## src/sv/lprl_pkg.sv

```systemverilog
// Shared constants and types for the longest-prefix route lookup block.
`default_nettype none

package lprl_pkg;

    localparam int unsigned ROUTE_ENTRIES_DEF = 256;
    localparam int unsigned PORT_BITS_DEF     = 4;

    localparam int unsigned ADDR_W     = 32;
    localparam int unsigned IDX_W      = 8;
    localparam int unsigned OUT_PORT_W = 4;

    localparam logic CMD_WRITE  = 1'b0;
    localparam logic CMD_LOOKUP = 1'b1;

    // Control bits that travel with each beat along the cell chain.
    // For a lookup, flag means a route has matched so far; for a write,
    // flag is the valid bit to store.
    typedef struct packed {
        logic valid;
        logic lookup;
        logic flag;
    } lprl_ctl_t;

endpackage

`default_nettype wire

```

## src/sv/lprl_cell.sv

```systemverilog
// One route slot of the lookup chain with its hand-off register to the next slot.
`default_nettype none

module lprl_cell
    import lprl_pkg::*;
#(
    parameter int unsigned PORT_BITS  = PORT_BITS_DEF,
    parameter int unsigned CELL_INDEX = 0
) (
    input  wire logic                 aclk,
    input  wire logic                 aresetn,
    input  wire logic                 advance,
    input  wire lprl_ctl_t            ctl_in,
    input  wire logic [IDX_W-1:0]     idx_in,
    input  wire logic [ADDR_W-1:0]    addr_in,
    input  wire logic [ADDR_W-1:0]    mask_in,
    input  wire logic [ADDR_W-1:0]    hop_in,
    input  wire logic [PORT_BITS-1:0] port_in,
    output lprl_ctl_t                 ctl_out,
    output logic [IDX_W-1:0]          idx_out,
    output logic [ADDR_W-1:0]         addr_out,
    output logic [ADDR_W-1:0]         mask_out,
    output logic [ADDR_W-1:0]         hop_out,
    output logic [PORT_BITS-1:0]      port_out
);

    localparam logic [ADDR_W-1:0] CellIdx = ADDR_W'(CELL_INDEX);

    logic                 ent_valid_reg;
    logic                 ent_valid_next;
    logic [ADDR_W-1:0]    ent_prefix_reg;
    logic [ADDR_W-1:0]    ent_mask_reg;
    logic [ADDR_W-1:0]    ent_hop_reg;
    logic [PORT_BITS-1:0] ent_port_reg;

    lprl_ctl_t            ctl_reg;
    lprl_ctl_t            ctl_next;
    logic [IDX_W-1:0]     idx_reg;
    logic [ADDR_W-1:0]    addr_reg;
    logic [ADDR_W-1:0]    mask_reg;
    logic [ADDR_W-1:0]    mask_next;
    logic [ADDR_W-1:0]    hop_reg;
    logic [ADDR_W-1:0]    hop_next;
    logic [PORT_BITS-1:0] port_reg;
    logic [PORT_BITS-1:0] port_next;

    logic                 slot_write;
    logic                 slot_match;
    logic                 slot_better;

    always_comb begin
        slot_write  = advance && ctl_in.valid && !ctl_in.lookup
                      && ({{(ADDR_W-IDX_W){1'b0}}, idx_in} == CellIdx);
        slot_match  = ent_valid_reg
                      && ((addr_in & ent_mask_reg) == (ent_prefix_reg & ent_mask_reg));
        slot_better = ctl_in.lookup && slot_match
                      && (!ctl_in.flag || (ent_mask_reg > mask_in));

        ent_valid_next = slot_write ? ctl_in.flag : ent_valid_reg;

        ctl_next  = ctl_in;
        mask_next = mask_in;
        hop_next  = hop_in;
        port_next = port_in;
        if (slot_better) begin
            ctl_next.flag = 1'b1;
            mask_next     = ent_mask_reg;
            hop_next      = ent_hop_reg;
            port_next     = ent_port_reg;
        end
    end

    always_ff @(posedge aclk) begin
        if (!aresetn) begin
            ent_valid_reg <= 1'b0;
        end else begin
            ent_valid_reg <= ent_valid_next;
        end
    end

    always_ff @(posedge aclk) begin
        if (slot_write) begin
            ent_prefix_reg <= addr_in;
            ent_mask_reg   <= mask_in;
            ent_hop_reg    <= hop_in;
            ent_port_reg   <= port_in;
        end
    end

    always_ff @(posedge aclk) begin
        if (!aresetn) begin
            ctl_reg <= '0;
        end else if (advance) begin
            ctl_reg <= ctl_next;
        end
    end

    always_ff @(posedge aclk) begin
        if (advance) begin
            idx_reg  <= idx_in;
            addr_reg <= addr_in;
            mask_reg <= mask_next;
            hop_reg  <= hop_next;
            port_reg <= port_next;
        end
    end

    assign ctl_out  = ctl_reg;
    assign idx_out  = idx_reg;
    assign addr_out = addr_reg;
    assign mask_out = mask_reg;
    assign hop_out  = hop_reg;
    assign port_out = port_reg;

endmodule

`default_nettype wire

```

## config.mk

```make
export PLATFORM = sky130hd
export DESIGN_NAME = lprl_cell
export DESIGN_NICKNAME = d
export VERILOG_FILES = /design/src/sv/lprl_pkg.sv /design/src/sv/lprl_cell.sv
export SDC_FILE = /design/constraint.sdc
export NUM_CORES = 1
export LEC_CHECK = 0
export BUFFER_PORTS_ARGS = -buffer_cell sky130_fd_sc_hd__buf_2
export CAP_MARGIN = 10
export CORE_MARGIN = 1.5
export CORE_UTILIZATION = 40
export DETAILED_ROUTE_END_ITERATION = 12
export PLACE_DENSITY = 0.73
export SYNTH_ARGS = -nofsm -noshare
export SYNTH_HDL_FRONTEND = slang
export SYNTH_SLANG_ARGS = --single-unit
```

## constraint.sdc

```tcl
create_clock -name aclk -period 25.9 [get_ports aclk]
set_clock_uncertainty 0.1 [all_clocks]
set_input_delay 1.295 -clock aclk [delete_from_list [all_inputs] [get_ports aclk]]
set_output_delay 1.295 -clock aclk [all_outputs]
set_load 0.01 [all_outputs]
```

After elaboration in Yosys (flattened, before gate mapping)
Cells that the tools add are included.

$lt $le $gt $ge: 1. Equality and inequality tests: 1. Muxes and demuxes: 4. Bitwise operators: 2. Reductions and logical operators: 10.

Operator list (number): AND 32 bit (2); 2-to-1 mux 32 bit (2); == test 32 bit (1); > comparator 32 bit (1); logical NOT 8 bit (1); logical AND 1 bit (6); 2-to-1 mux 4 bit (1); logical NOT 1 bit (2); logical OR 1 bit (1); 2-to-1 mux 1 bit (1).

Bits in registers: 212. Input port bits: 114. Output and inout bits: 111. Word-level logic and storage cells: 31.

Depth between registers and ports, before layout
Depth after elaboration: 6. Depth in mapped cells: 10. Depth with buffers taken out: 8.

Least setup slack after synthesis
OpenSTA, ideal clock, no wires.

Path type: input -> register. Start point: input port idx_in[1]. End point: register ent_valid_reg. Setup time: 0.094 ns. Arrival: 12.002 ns. Required time: 25.706 ns. Slack: 13.704 ns. Stages: 5. Path buffers: 0. Cell sequence: nor4_1 -> nand2_1 -> nor4_1 -> mux2i_1 -> nor2b_1.

Word-level cells in the longest chain between the ends: 2.

Ends and longest elaborated chain: start, declared (RTL line lprl_cell.sv:14) `input wire logic [IDX_W-1:0] idx_in,`; logical NOT 8 bit (RTL line lprl_cell.sv:53) `&& ({{(ADDR_W-IDX_W){1'b0}}, idx_in} == CellIdx);`; logical AND 1 bit (RTL line lprl_cell.sv:53); named net slot_write (RTL line lprl_cell.sv:47) `logic slot_write;`; end signal, assigned (RTL line lprl_cell.sv:77) `ent_valid_reg <= ent_valid_next;`; end, declared (RTL line lprl_cell.sv:29) `logic ent_valid_reg;`.

The timed path passes the listed nets, and every way through them passes these cells. A chain may end at the register's enable or synchronous reset.

Worst setup path after layout
Start point: input port mask_in[11]. End point: register mask_reg[12], in the netlist mask_out[12] (data pin).

Word-level cells in the longest chain between the ends: 4.

Ends and longest elaborated chain: start, declared (RTL line lprl_cell.sv:16) `input wire logic [ADDR_W-1:0] mask_in,`; > comparator 32 bit (RTL line lprl_cell.sv:57) `&& (!ctl_in.flag || (ent_mask_reg > mask_in));`; logical OR 1 bit (RTL line lprl_cell.sv:57); logical AND 1 bit (RTL line lprl_cell.sv:57); 2-to-1 mux 32 bit (RTL line lprl_cell.sv:65) `if (slot_better) begin`; named net mask_next[12] (RTL line lprl_cell.sv:41) `logic [ADDR_W-1:0] mask_next;`; end signal, assigned (RTL line lprl_cell.sv:102) `mask_reg <= mask_next;`; end, declared (RTL line lprl_cell.sv:40) `logic [ADDR_W-1:0] mask_reg;`.

The timed path passes the listed nets, and every way through them passes these cells.

==> results.cfg <==
[layout]
utilization_pct = 51.7
drive_above_1_share_pct = 43.5
n_antenna_cell = 0
syn_to_final_growth_pct = 26.9
multi_input_area_mm2 = 0.00202
final_cells = 1009
fillerInstances = 1724
regArea_mm2 = 0.00633
final_nets = 862

[yosys]
ys.flop_type = edfxtp_1
synth_area_leader_cell = edfxtp_1
synthArstFlopShare_pct = 0
ys_warn_count = 0
synth_edf_count = 208
synth_xor_area_share_pct = 3.29
yosys.area_share.simple_pct = 2.52
synth_area_leaders = edfxtp_1 73%, mux2_2 6.3%, ha_1 4.7%
ys_top_cells_by_count = 208 x edfxtp_1, 48 x mux2_2, 34 x inv_1
synth_cell_types = 34
synth_fp_nets = 614
synthCells = 468
syn_avg_cell_area_um2 = 18.2
synth_top_area_share_pct = 73.3
synth_fa_ha_area_share_pct = 4.70
ys_seq_area_share_pct = 74.2
yosysMostFrequentCell = edfxtp_1
synth_seq_cells = 212
netlist_area_mm2 = 0.00853
synth_top_family_by_area = multiplexers
synthMuxAreaShare_pct = 9.33
synth-compound-area-share_pct = 3.73

[sta]
timing.hold.ws_ns = 0.421
fmax_mhz = 265
rsz0062_at_grt = false
final.setup.tns_ns = 0
hold_viol = 0
period_needed_ns = 3.77
setup_viol = 0
max_slew_margin_pct = 40.1
timing.final.ws_setup_ns = 22.13
tightest_slew_ns = 0.899
slew_violations = 0
fin_crit_sh_pct = 14.5

[clock_tree]
cts_resized = 0
clk_pin_slew_ns = 0.06
hold_buffers = 0
cts_root_buf = clkbuf_16
cts_inserted_buffers = 24
post_cts_buffers = 0
clk_path_buf_depth = 3
insertion_delay_ns = 0.51
htreeDepth = 1
cts_sinks = 212
cts_tree = done

[floorplanning]
die_h_um = 149
die_area_mm2 = 0.0222
num_io_pins = 225
core_area_mm2 = 0.0210
dieWidth_um = 149
row_count = 53
start_util_pct = 40.7

[worst_setup_path]
end_kind = flop
critPathLaunchType = input pin
worstPathMaxFanout = 36
r2r_slack_ns = 22.55
r2r_end = mask_out[12]$_DFFE_PP_
r2r_cells = 8
crit_type = in2reg
crit_required_ns = 26.05
r2r_start = ent_mask_reg[14]$_DFFE_PP_
cp.arrival_ns = 3.92

[flow_run]
cap_violations = 0

[power]
p_leak_nw = 4.33
ir_drop_v = 0.0000422
power_density_mw_per_mm2 = 74.3

[detailed_routing]
drt-initial-drc-count = 219
num_vias = 4863
route.detailed.drc = 0
dr.pass1.iters = 4
ant_nets = 0
wl_per_cell_um = 17.8
finalWirelength_um = 18000
vias_per_cell = 4.82

[grt]
grt_util_all_layers_pct = 16.0
overflow = 0
grt_first_pass_wirelength_um = 27400
grt_pass1_vias = 5011
antenna_found_initial = 1
grt_max_degree = 71

[placement]
gp_congestion = 0.745
dp_cells = 965
place.port_buffers = 224
place_ws_ns = 21.61
post-dp-hpwl_um = 12500

[worst_hold_path]
holdPathStages = 2
hold_start = ent_valid_reg$_SDFFE_PN0P_
worstHoldPathType = reg2reg
min_to = ent_valid_reg$_SDFFE_PN0P_

[status]
outcome = completed
[critical path: stages]
cell and delay (ns):
buf_2 0.10, inv_1 0.05, ha_1 0.32, nand4_1 0.19
nor4_1 0.40, nor2b_1 0.26, nor2_1 0.11, o311ai_4 0.28
buf_4 0.50, mux2_2 0.40
[worst max-delay path by stage]
stage | startpoint | end | slack [ns] | depth (start not counted)
6_report | mask_in[11] | mask_out[12]$_DFFE_PP_ | 22.13 | 10
5_1_grt | mask_in[14] | mask_out[0]$_DFFE_PP_ | 21.89 | 10
4_1_cts | mask_in[11] | mask_out[0]$_DFFE_PP_ | 22.14 | 10
3_5_place_dp | mask_in[11] | mask_out[0]$_DFFE_PP_ | 21.61 | 10
3_3_place_gp | mask_in[14] | port_out[3]$_DFFE_PP_ | 21.62 | 10
2_1_floorplan | idx_in[1] | ent_valid_reg$_SDFFE_PN0P_ | 13.70 | 5
[cell type report]
cell class / instances / area share [%]
inverters: 34 / 1.18
clock buffers: 27 / 5.75
repair buffers: 229 / 10.7
clock inverters: 17 / 2.10
multi-input cells: 215 / 18.6
well taps: 275 / 3.18
flip-flops and latches: 212 / 58.4
[cell families (layout without fill, tap and decap cells)]
| logic type | after synthesis | count (layout) |
|---|---|---|
| adders and majority gates | 32 | 32 |
| DFF | 212 | 212 |
| and+or+nand+nor | 37 | 37 |
| AOI/OAI and AO/OA | 43 | 43 |
| buffers and inverters | 41 | 307 |
| xor gates and xnor gates | 32 | 32 |
| muxes | 71 | 71 |
[per-stage QoR]
stage	power, W	cell area [um^2]
finish	0.000804	10800
global route	0.000834	10800
CTS	0.000816	10800
detailed placement	0.000457	9970
global placement	0.000455	9970
floorplan	0.000423	8530
[cell usage in the layout (no fill, tap or decap), types with 4 or more instances in the layout]
cell	netlist	final
buf_2	0	223
edfxtp_1	208	208
a22oi_1	10	10
nand4_1	8	8
o21ai_0	4	4
nand3_1	5	5
clkinv_2	0	5
a221oi_1	4	4
dfxtp_1	4	4
mux2_2	48	48
ha_1	32	32
buf_4	4	6
clkbuf_16	0	24
nor2b_1	5	5
inv_1	34	34
nand2_1	8	8
mux2_1	20	20
xor2_1	32	32
bufinv_16	0	5
a21oi_1	14	14
[metal layers]
| metal | wire length [um] | global-route usage [%] | vias to the layer above |
|---|---|---|---|
| met1 | 8010 | 21.6 | 2300 |
| met5 | 7 | 0 | - |
| met3 | 1350 | 3.49 | 29 |
| li1 | - | - | 2332 |
| met4 | 302 | 4.11 | 2 |
| met2 | 8300 | 26.4 | 200 |
[power breakdown]
part	internal [W]	leakage (nW)	switching (W)
Sequential	0.000392	1.99	0.00000359
Clock	0.000223	0.416	0.000132
Combinational	0.0000232	1.93	0.0000297
(Power assumes the default switching activity.)
